## src/rtl/msd_pkg.sv

```systemverilog
// ----------------------------------------------------------------------------
// msd_pkg
// Shared types, character codes and the code-to-character table of the
// Morse stream decoder.
// ----------------------------------------------------------------------------
`default_nettype none

package msd_pkg;

    localparam int SYMBOL_W     = 8;
    localparam int CHAR_W       = 7;
    localparam int LOOKUP_LEN_W = 4;
    localparam int LOOKUP_PAT_W = 16;

    localparam logic [SYMBOL_W-1:0] ASCII_SPACE = 8'h20;
    localparam logic [SYMBOL_W-1:0] ASCII_DOT   = 8'h2E;
    localparam logic [SYMBOL_W-1:0] ASCII_DASH  = 8'h2D;
    localparam logic [CHAR_W-1:0]   CHAR_SPACE  = 7'h20;

    typedef struct packed {
        logic [SYMBOL_W-1:0] symbol;
        logic                end_of_text;
    } msd_item_t;

    typedef struct packed {
        logic              valid;
        logic [CHAR_W-1:0] decoded_char;
        logic              text_done;
    } msd_result_t;

    // dot=0 dash=1, first element in the most significant used bit
    function automatic logic [CHAR_W-1:0] morse_lookup(
        input logic [LOOKUP_LEN_W-1:0] len,
        input logic [LOOKUP_PAT_W-1:0] pat
    );
        logic [7:0] ch;
        unique case ({len, pat})
            {4'd2,  16'b01}:         ch = "A";
            {4'd4,  16'b1000}:       ch = "B";
            {4'd4,  16'b1010}:       ch = "C";
            {4'd3,  16'b100}:        ch = "D";
            {4'd1,  16'b0}:          ch = "E";
            {4'd4,  16'b0010}:       ch = "F";
            {4'd3,  16'b110}:        ch = "G";
            {4'd4,  16'b0000}:       ch = "H";
            {4'd2,  16'b00}:         ch = "I";
            {4'd4,  16'b0111}:       ch = "J";
            {4'd3,  16'b101}:        ch = "K";
            {4'd4,  16'b0100}:       ch = "L";
            {4'd2,  16'b11}:         ch = "M";
            {4'd2,  16'b10}:         ch = "N";
            {4'd3,  16'b111}:        ch = "O";
            {4'd4,  16'b0110}:       ch = "P";
            {4'd4,  16'b1101}:       ch = "Q";
            {4'd3,  16'b010}:        ch = "R";
            {4'd3,  16'b000}:        ch = "S";
            {4'd1,  16'b1}:          ch = "T";
            {4'd3,  16'b001}:        ch = "U";
            {4'd4,  16'b0001}:       ch = "V";
            {4'd3,  16'b011}:        ch = "W";
            {4'd4,  16'b1001}:       ch = "X";
            {4'd4,  16'b1011}:       ch = "Y";
            {4'd4,  16'b1100}:       ch = "Z";
            {4'd5,  16'b11111}:      ch = "0";
            {4'd5,  16'b01111}:      ch = "1";
            {4'd5,  16'b00111}:      ch = "2";
            {4'd5,  16'b00011}:      ch = "3";
            {4'd5,  16'b00001}:      ch = "4";
            {4'd5,  16'b00000}:      ch = "5";
            {4'd5,  16'b10000}:      ch = "6";
            {4'd5,  16'b11000}:      ch = "7";
            {4'd5,  16'b11100}:      ch = "8";
            {4'd5,  16'b11110}:      ch = "9";
            {4'd5,  16'b01000}:      ch = "&";
            {4'd6,  16'b011110}:     ch = "'";
            {4'd6,  16'b011010}:     ch = "@";
            {4'd6,  16'b101101}:     ch = ")";
            {4'd5,  16'b10110}:      ch = "(";
            {4'd6,  16'b111000}:     ch = ":";
            {4'd6,  16'b110011}:     ch = ",";
            {4'd5,  16'b10001}:      ch = "=";
            {4'd6,  16'b101011}:     ch = "!";
            {4'd6,  16'b010101}:     ch = ".";
            {4'd6,  16'b100001}:     ch = "-";
            {4'd10, 16'b1111100100}: ch = "%";
            {4'd5,  16'b01010}:      ch = "+";
            {4'd6,  16'b010010}:     ch = "\"";
            {4'd6,  16'b001100}:     ch = "?";
            {4'd5,  16'b10010}:      ch = "/";
            default:                 ch = " ";
        endcase
        return ch[CHAR_W-1:0];
    endfunction

endpackage

`default_nettype wire

```

## src/rtl/msd_if.sv

```systemverilog
// ----------------------------------------------------------------------------
// msd_in_if / msd_out_if
// Valid/ready channels carrying Morse text bytes in and decoded characters out.
// ----------------------------------------------------------------------------
`default_nettype none

interface msd_in_if;
    logic       valid;
    logic       ready;
    logic [7:0] symbol;
    logic       end_of_text;

    modport source (output valid, output symbol, output end_of_text, input ready);
    modport sink   (input valid, input symbol, input end_of_text, output ready);
endinterface

interface msd_out_if;
    logic       valid;
    logic       ready;
    logic [6:0] decoded_char;
    logic       text_done;

    modport source (output valid, output decoded_char, output text_done, input ready);
    modport sink   (input valid, input decoded_char, input text_done, output ready);
endinterface

`default_nettype wire

```

## src/rtl/msd_in_stage.sv

```systemverilog
// ----------------------------------------------------------------------------
// msd_in_stage
// Input register: holds one accepted word until the decode stage takes it.
// ----------------------------------------------------------------------------
`default_nettype none

module msd_in_stage
    import msd_pkg::*;
(
    input  wire logic      clk,
    input  wire logic      rst_n,
    input  wire logic      in_valid,
    output logic           in_ready,
    input  wire msd_item_t in_item,
    input  wire logic      advance,
    output logic           item_valid,
    output msd_item_t      item
);

    logic      valid_reg;
    logic      valid_next;
    msd_item_t item_reg;

    assign in_ready   = !valid_reg || advance;
    assign item_valid = valid_reg;
    assign item       = item_reg;

    always_comb
    begin
        valid_next = valid_reg;
        if (in_valid && in_ready)
        begin
            valid_next = 1'b1;
        end
        else if (advance)
        begin
            valid_next = 1'b0;
        end
    end

    always_ff @(posedge clk or negedge rst_n)
    begin
        if (!rst_n)
        begin
            valid_reg <= 1'b0;
        end
        else
        begin
            valid_reg <= valid_next;
        end
    end

    always_ff @(posedge clk)
    begin
        if (in_valid && in_ready)
        begin
            item_reg <= in_item;
        end
    end

endmodule

`default_nettype wire

```

## src/rtl/msd_decode.sv

```systemverilog
// ----------------------------------------------------------------------------
// msd_decode
// Pending code register with append, completion and table lookup.
// ----------------------------------------------------------------------------
`default_nettype none

module msd_decode
    import msd_pkg::*;
#(
    parameter int MAX_CODE_LEN = 10
)
(
    input  wire logic      clk,
    input  wire logic      rst_n,
    input  wire logic      fire,
    input  wire msd_item_t item,
    output msd_result_t    result
);

    localparam int LEN_W = $clog2(MAX_CODE_LEN + 1);

    logic [MAX_CODE_LEN-1:0] pattern_reg;
    logic [MAX_CODE_LEN-1:0] pattern_next;
    logic [LEN_W-1:0]        length_reg;
    logic [LEN_W-1:0]        length_next;
    logic                    bad_reg;
    logic                    bad_next;

    logic                    is_space;
    logic                    is_dot;
    logic                    is_dash;
    logic                    full;
    logic [MAX_CODE_LEN-1:0] app_pattern;
    logic [LEN_W-1:0]        app_length;
    logic                    app_bad;
    logic [MAX_CODE_LEN-1:0] src_pattern;
    logic [LEN_W-1:0]        src_length;
    logic                    src_bad;
    logic [CHAR_W-1:0]       table_char;

    assign is_space = (item.symbol == ASCII_SPACE);
    assign is_dot   = (item.symbol == ASCII_DOT);
    assign is_dash  = (item.symbol == ASCII_DASH);
    assign full     = (length_reg == LEN_W'(MAX_CODE_LEN));

    // appended code; a full code keeps its elements and turns bad
    assign app_pattern = full ? pattern_reg : {pattern_reg[MAX_CODE_LEN-2:0], is_dash};
    assign app_length  = full ? length_reg : length_reg + LEN_W'(1);
    assign app_bad     = bad_reg || full || !(is_dot || is_dash);

    // a space completes the held code, end of text completes the appended one
    assign src_pattern = is_space ? pattern_reg : app_pattern;
    assign src_length  = is_space ? length_reg : app_length;
    assign src_bad     = is_space ? bad_reg : app_bad;

    assign table_char = morse_lookup(LOOKUP_LEN_W'(src_length), LOOKUP_PAT_W'(src_pattern));

    always_comb
    begin
        result.decoded_char = src_bad ? CHAR_SPACE : table_char;
        result.text_done    = item.end_of_text;
        result.valid        = 1'b0;
        pattern_next        = pattern_reg;
        length_next         = length_reg;
        bad_next            = bad_reg;
        if (is_space)
        begin
            result.valid = (length_reg != '0);
            pattern_next = '0;
            length_next  = '0;
            bad_next     = 1'b0;
        end
        else if (item.end_of_text)
        begin
            result.valid = 1'b1;
            pattern_next = '0;
            length_next  = '0;
            bad_next     = 1'b0;
        end
        else
        begin
            pattern_next = app_pattern;
            length_next  = app_length;
            bad_next     = app_bad;
        end
    end

    always_ff @(posedge clk or negedge rst_n)
    begin
        if (!rst_n)
        begin
            pattern_reg <= '0;
            length_reg  <= '0;
            bad_reg     <= 1'b0;
        end
        else if (fire)
        begin
            pattern_reg <= pattern_next;
            length_reg  <= length_next;
            bad_reg     <= bad_next;
        end
    end

endmodule

`default_nettype wire

```

## src/rtl/morse_stream_decoder_unit.sv

```systemverilog
// ----------------------------------------------------------------------------
// morse_stream_decoder_unit
// Decodes a stream of Morse text bytes into ASCII characters.
//
// in_ch takes one byte of Morse text a word: '.', '-', a space between codes
// or any other byte, which spoils the pending code. end_of_text on a word
// flushes the pending code after that byte. out_ch gives one decoded
// character a word for every completed nonempty code; unknown, spoiled or
// overlong codes come out as a space, and text_done marks the character
// produced by an end-of-text word.
// An accepted word is held in the input register until the decode stage
// takes it; the decode stage then updates the code register and loads the
// result register. One word is accepted every cycle while out_ch does not
// stall; throughput is set by the single decode stage.
// Reset clears the pending code and both registers. While out_ch stalls
// with a character waiting, one more word is still taken into the input
// register; after that in_ch.ready follows out_ch.ready.
// ----------------------------------------------------------------------------
`default_nettype none

module morse_stream_decoder_unit
    import msd_pkg::*;
#(
    parameter int MAX_CODE_LEN = 10
)
(
    input  wire logic  clk,
    input  wire logic  rst_n,
    msd_in_if.sink     in_ch,
    msd_out_if.source  out_ch
);

    msd_item_t         in_item;
    msd_item_t         item;
    logic              item_valid;
    logic              advance;
    logic              fire;
    msd_result_t       result;

    logic              out_valid_reg;
    logic              out_valid_next;
    logic [CHAR_W-1:0] out_char_reg;
    logic              out_done_reg;

    assign in_item.symbol      = in_ch.symbol;
    assign in_item.end_of_text = in_ch.end_of_text;

    assign advance = !out_valid_reg || out_ch.ready;
    assign fire    = item_valid && advance;

    msd_in_stage u_in_stage (
        .clk        (clk),
        .rst_n      (rst_n),
        .in_valid   (in_ch.valid),
        .in_ready   (in_ch.ready),
        .in_item    (in_item),
        .advance    (advance),
        .item_valid (item_valid),
        .item       (item)
    );

    msd_decode #(
        .MAX_CODE_LEN (MAX_CODE_LEN)
    ) u_decode (
        .clk    (clk),
        .rst_n  (rst_n),
        .fire   (fire),
        .item   (item),
        .result (result)
    );

    always_comb
    begin
        out_valid_next = out_valid_reg;
        if (advance)
        begin
            out_valid_next = fire && result.valid;
        end
    end

    always_ff @(posedge clk or negedge rst_n)
    begin
        if (!rst_n)
        begin
            out_valid_reg <= 1'b0;
        end
        else
        begin
            out_valid_reg <= out_valid_next;
        end
    end

    always_ff @(posedge clk)
    begin
        if (fire && result.valid)
        begin
            out_char_reg <= result.decoded_char;
            out_done_reg <= result.text_done;
        end
    end

    assign out_ch.valid        = out_valid_reg;
    assign out_ch.decoded_char = out_char_reg;
    assign out_ch.text_done    = out_done_reg;

    // an element without end of text never completes a code
    a_no_result_on_element: assert property (@(posedge clk) disable iff (!rst_n)
        (fire && item.symbol != ASCII_SPACE && !item.end_of_text) |-> !result.valid)
        else $error("result produced by a plain element");

    // an element with end of text always flushes a nonempty code
    a_flush_on_eot_element: assert property (@(posedge clk) disable iff (!rst_n)
        (fire && item.symbol != ASCII_SPACE && item.end_of_text) |-> result.valid)
        else $error("end of text element did not flush the code");

    // a completed code reaches the output register in the next cycle
    a_result_loaded: assert property (@(posedge clk) disable iff (!rst_n)
        (fire && result.valid) |=> (out_ch.valid && out_ch.text_done == $past(result.text_done)))
        else $error("completed code not loaded into the result register");

endmodule

`default_nettype wire

```

## src/flat_wrapper.sv

```systemverilog
// flat-port wrapper written by rule: the top's interface ports become plain ports
module morse_stream_decoder_unit_flat import msd_pkg::*;
#(
    parameter int MAX_CODE_LEN = 10
)
  (clk, rst_n, in_ch_valid, in_ch_symbol, in_ch_end_of_text, in_ch_ready, out_ch_valid, out_ch_decoded_char, out_ch_text_done, out_ch_ready);
  msd_in_if in_ch_i ();
  msd_out_if out_ch_i ();
  input  wire logic clk;
  input  wire logic rst_n;
  input wire logic [$bits(in_ch_i.valid)-1:0] in_ch_valid;
  input wire logic [$bits(in_ch_i.symbol)-1:0] in_ch_symbol;
  input wire logic [$bits(in_ch_i.end_of_text)-1:0] in_ch_end_of_text;
  output wire logic [$bits(in_ch_i.ready)-1:0] in_ch_ready;
  output wire logic [$bits(out_ch_i.valid)-1:0] out_ch_valid;
  output wire logic [$bits(out_ch_i.decoded_char)-1:0] out_ch_decoded_char;
  output wire logic [$bits(out_ch_i.text_done)-1:0] out_ch_text_done;
  input wire logic [$bits(out_ch_i.ready)-1:0] out_ch_ready;
  assign in_ch_i.valid = in_ch_valid;
  assign in_ch_i.symbol = in_ch_symbol;
  assign in_ch_i.end_of_text = in_ch_end_of_text;
  assign in_ch_ready = in_ch_i.ready;
  assign out_ch_valid = out_ch_i.valid;
  assign out_ch_decoded_char = out_ch_i.decoded_char;
  assign out_ch_text_done = out_ch_i.text_done;
  assign out_ch_i.ready = out_ch_ready;
  morse_stream_decoder_unit #(.MAX_CODE_LEN(MAX_CODE_LEN)) u_core (.clk(clk), .rst_n(rst_n), .in_ch(in_ch_i), .out_ch(out_ch_i));
endmodule
```

## config.mk

```make
export PLATFORM = sky130hd
export DESIGN_NAME = morse_stream_decoder_unit_flat
export DESIGN_NICKNAME = d
export VERILOG_FILES = /design/src/rtl/msd_pkg.sv /design/src/rtl/msd_if.sv /design/src/rtl/msd_in_stage.sv /design/src/rtl/msd_decode.sv /design/src/rtl/morse_stream_decoder_unit.sv /design/src/flat_wrapper.sv
export SDC_FILE = /design/constraint.sdc
export NUM_CORES = 1
export LEC_CHECK = 0
export CAP_MARGIN = 20
export CORE_MARGIN = 5
export CORE_UTILIZATION = 40
export DETAILED_ROUTE_END_ITERATION = 6
export DONT_BUFFER_PORTS = 1
export PLACE_DENSITY_LB_ADDON = 0.08
export SETUP_SLACK_MARGIN = 0.02
export SYNTH_ARGS = -nofsm -noshare
export SYNTH_HDL_FRONTEND = slang
export SYNTH_HIERARCHICAL = 1
export SYNTH_SLANG_ARGS = --single-unit
```

## constraint.sdc

```tcl
create_clock -name clk -period 3.2 [get_ports clk]
set_input_delay 0.16 -clock clk [delete_from_list [all_inputs] [get_ports clk]]
set_output_delay 0.16 -clock clk [all_outputs]
set_load 0.01 [all_outputs]
```

==> qor.txt <==
Number of max-cap violations - 0
Die area - 9730 µm²
Min Clock Period, post-route - 3060 ps
RSZ-0062 raised after global routing - false
Worst-skew pair later-pin latency - 300 ps
Crit-path max FO - 16
Reg-to-Reg Start - u_core/u_in_stage/item[8]$_DFFE_PP_
Critical path arrival - 3110 ps
CP Data Required Time - 3260 ps
Input/output buffers - 0
Clk pin slew, worst setup/hold paths - 80 ps
Synth top area cells - edfxtp_1 (16%), dfrtp_1 (14%), nand2_1 (4.5%)
Gr ovfl total - 0
Power per cell area - 378 nW/µm²
CTS tree - built
Final-report hold violation count - 0
Levels on crit path - 10
Register area share after synthesis - 29.8%
Most frequent cells in the layout - buf_4 (62), nand2_1 (38), nor2_1 (35)
Leakage - 1.44 nW
Post-route clock period utilization - 95.5%
Syn Area/Cell - 8.40 µm²
Crit path launch type - register
Clock sinks - 34
Max VDD drop - 227 µV
Drt pass-1 iters - 5
Top-area cell type share of the netlist area - 16.2%
Hold/Removal Path Class - in2reg
Final GP Congestion - 0.955
Setup tns final - 0 ps
FF-to-FF End - u_core/out_ch.decoded_char[3]$_DFFE_PP_
Syn. warnings - 6
Core box area - 7690 µm²
Final WL - 11.2 mm
Die Y - 98.6 µm
Commonest non-fill, non-tap cell in the layout - buf_4
Hold WS - 66.4 ps
Hold endpoint - u_core/out_ch.valid$_DFFE_PN0P_
Crit path cell chain - or4b_4 -> o21ai_4 -> buf_12 -> mux2i_1 -> nand2b_1 -> a211oi_1 -> buf_4 -> nor3_1 -> nand2_1 -> o31a_1
Top cell type by total area after synthesis - edfxtp_1
Post-DR vias/cell - 6.26
Final ANT Viol Nets - 0
Initial antenna violation count - 0
Crit path buf inv count - 2
Main flop type after synthesis - edfxtp_1
Post-layout util - 50.8%
Vias in the first global route - 3242
Starting Density - 40.9%
Site Rows - 32
Worst R2R Setup Slack - 140 ps
Post-synthesis cell count - 374
Die Wd - 98.6 µm
Iteration-0 DRC Markers - 339
Async set-reset flop share out of synthesis - 50.0%
Status - finished, final reports clean
Hold path depth - 2
First-pass GRT wire length - 17.8 mm
Layout net count - 447
IO Pins - 23
R2R depth - 10
Flip-flop count of the largest register after layout - 10
Mapped Nets - 390
Final Max Slew Viols - 0
Ant diodes - 0
Register area - 936 µm²
Number of synthesized register bits - 34
FILL cells - 752
Worst stage delay on the critical path - 650 ps
CTS buffer count - 5
Layout cell share with drive strength beyond 1 - 25.5%
Max Freq - 327 MHz
GRT Util Overall - 23.2%
Final setup vio count - 0
Synth Cell Area - 3140 µm²
Largest net degree at the start of global routing - 18
Post-synth EDFFs - 17
Multi-input logic area - 2060 µm²
Slowest cell on crit path - or4b_4
Normalized max-slew margin - 42.0%
Setup CP Type - reg2reg
Root Buffer - clkbuf_8
Remaining DRCs - 0
Via count - 3345
CP top delay family - simple AND/OR/NAND/NOR gates
Slew @ Worst Pin - 867 ps
Critical Path End Type - register
H-tree Lvls - 2
Min-delay src - out_ch_ready
HPWL after detailed placement - 8.67 mm
Final Skew - 8.27 ps
Area Overhead vs Synth - 24.3%
Count of different cell masters after synthesis - 82
Clock tree buffer depth - 2
WL per Instance - 21.0 µm
==> worst register-to-register path: stages, from the launching register on <==
cell and delay (ps):
edfxtp_1 440, or4b_4 650, o21ai_4 300, buf_12 190, mux2i_1 210, nand2b_1 170, a211oi_1 110, buf_4 150
nor3_1 220, nand2_1 80, o31a_1 290
==> synth_stat cells (4+ instances only) <==
library cell and n:
o21ai_0 18, nand2_1 38, a211oi_1 11, o21ai_1 6, nor3_1 14, a31oi_1 8
o22ai_1 8, nand2b_1 5, nand4_1 10, nor2_1 35, clkbuf_1 15, a21oi_1 24
edfxtp_1 17, a22o_1 9, o211ai_1 5, nor4_1 4, or3_1 4, nand3_1 15
dfrtp_1 17, inv_1 13, buf_2 4
==> cells by family after synthesis <==
group,Yosys count,share of synthesized area [%]
AOI/OAI and AO/OA,131,31.2
xor gates and xnor gates,3,0.836
adders and majority gates,3,1.19
buffers and inverters,37,5.53
DFF,34,29.8
muxes,6,2.03
and+or+nand+nor,160,29.4
==> power breakdown <==
part / switching [mW] / leakage, nW / internal [mW]
clock: 0.182 / 0.0683 / 0.312
combinational: 0.278 / 0.984 / 0.197
sequential: 0.0218 / 0.388 / 0.487
total: 0.482 / 1.44 / 0.996
==> how the worst max path moves through the flow <==
stage                                                         start  slack [ps]                                      end
after floorplan           u_core/u_decode/length_reg[0]$_DFFE_PN0P_         120  u_core/out_ch.decoded_char[2]$_DFFE_PP_
after global placement          u_core/u_in_stage/item[8]$_DFFE_PP_          30  u_core/out_ch.decoded_char[0]$_DFFE_PP_
after detailed placement        u_core/u_in_stage/item[8]$_DFFE_PP_          60  u_core/out_ch.decoded_char[0]$_DFFE_PP_
after CTS                       u_core/u_in_stage/item[8]$_DFFE_PP_          50  u_core/out_ch.decoded_char[0]$_DFFE_PP_
after global routing            u_core/u_in_stage/item[8]$_DFFE_PP_          20  u_core/out_ch.decoded_char[0]$_DFFE_PP_
final                           u_core/u_in_stage/item[8]$_DFFE_PP_         140  u_core/out_ch.decoded_char[3]$_DFFE_PP_
==> area by class of cell <==
class                      instances  area share, %
clock buffer                       5           1.76
clock inverter                     3           1.76
inverter                          13           1.25
multi-input combinational        303           52.8
sequential                        34           24.0
tap                              102           3.27
timing repair buffer              74           15.2
==> through the flow <==
| step | cells | power, mW | cell area, µm² | setup WS [ps] |
|---|---|---|---|---|
| CTS | 530 | 1.47 | 3850 | 49.7 |
| global placement | 511 | 0.963 | 3600 | 33.6 |
| global route | 534 | 1.55 | 3910 | 19.1 |
| detailed placement | 511 | 0.961 | 3600 | 59.1 |
| floorplan | 374 | 0.811 | 3140 | 123 |
| finish | 534 | 1.48 | 3910 | 143 |
==> metal layers <==
metal  track usage (%)  share of wire, %  vias to the layer above
met4              9.35               3.3                        0
met5                 0                 0                        -
met3              3.18               7.0                       34
met2              38.2                48                      175
li1                  -                 -                     1555
met1              30.6                42                     1581
==> timing repair <==
item | 4_1_cts | 5_1_grt
gates resized for setup | 0 | 7
setup buffers | 0 | 4
setup endpoints to repair | 0 | 6
endpoints found under the hold margin | 27 | 0
hold buffers | 11 | 0
No activity file was read; power rests on OpenSTA's default activity.
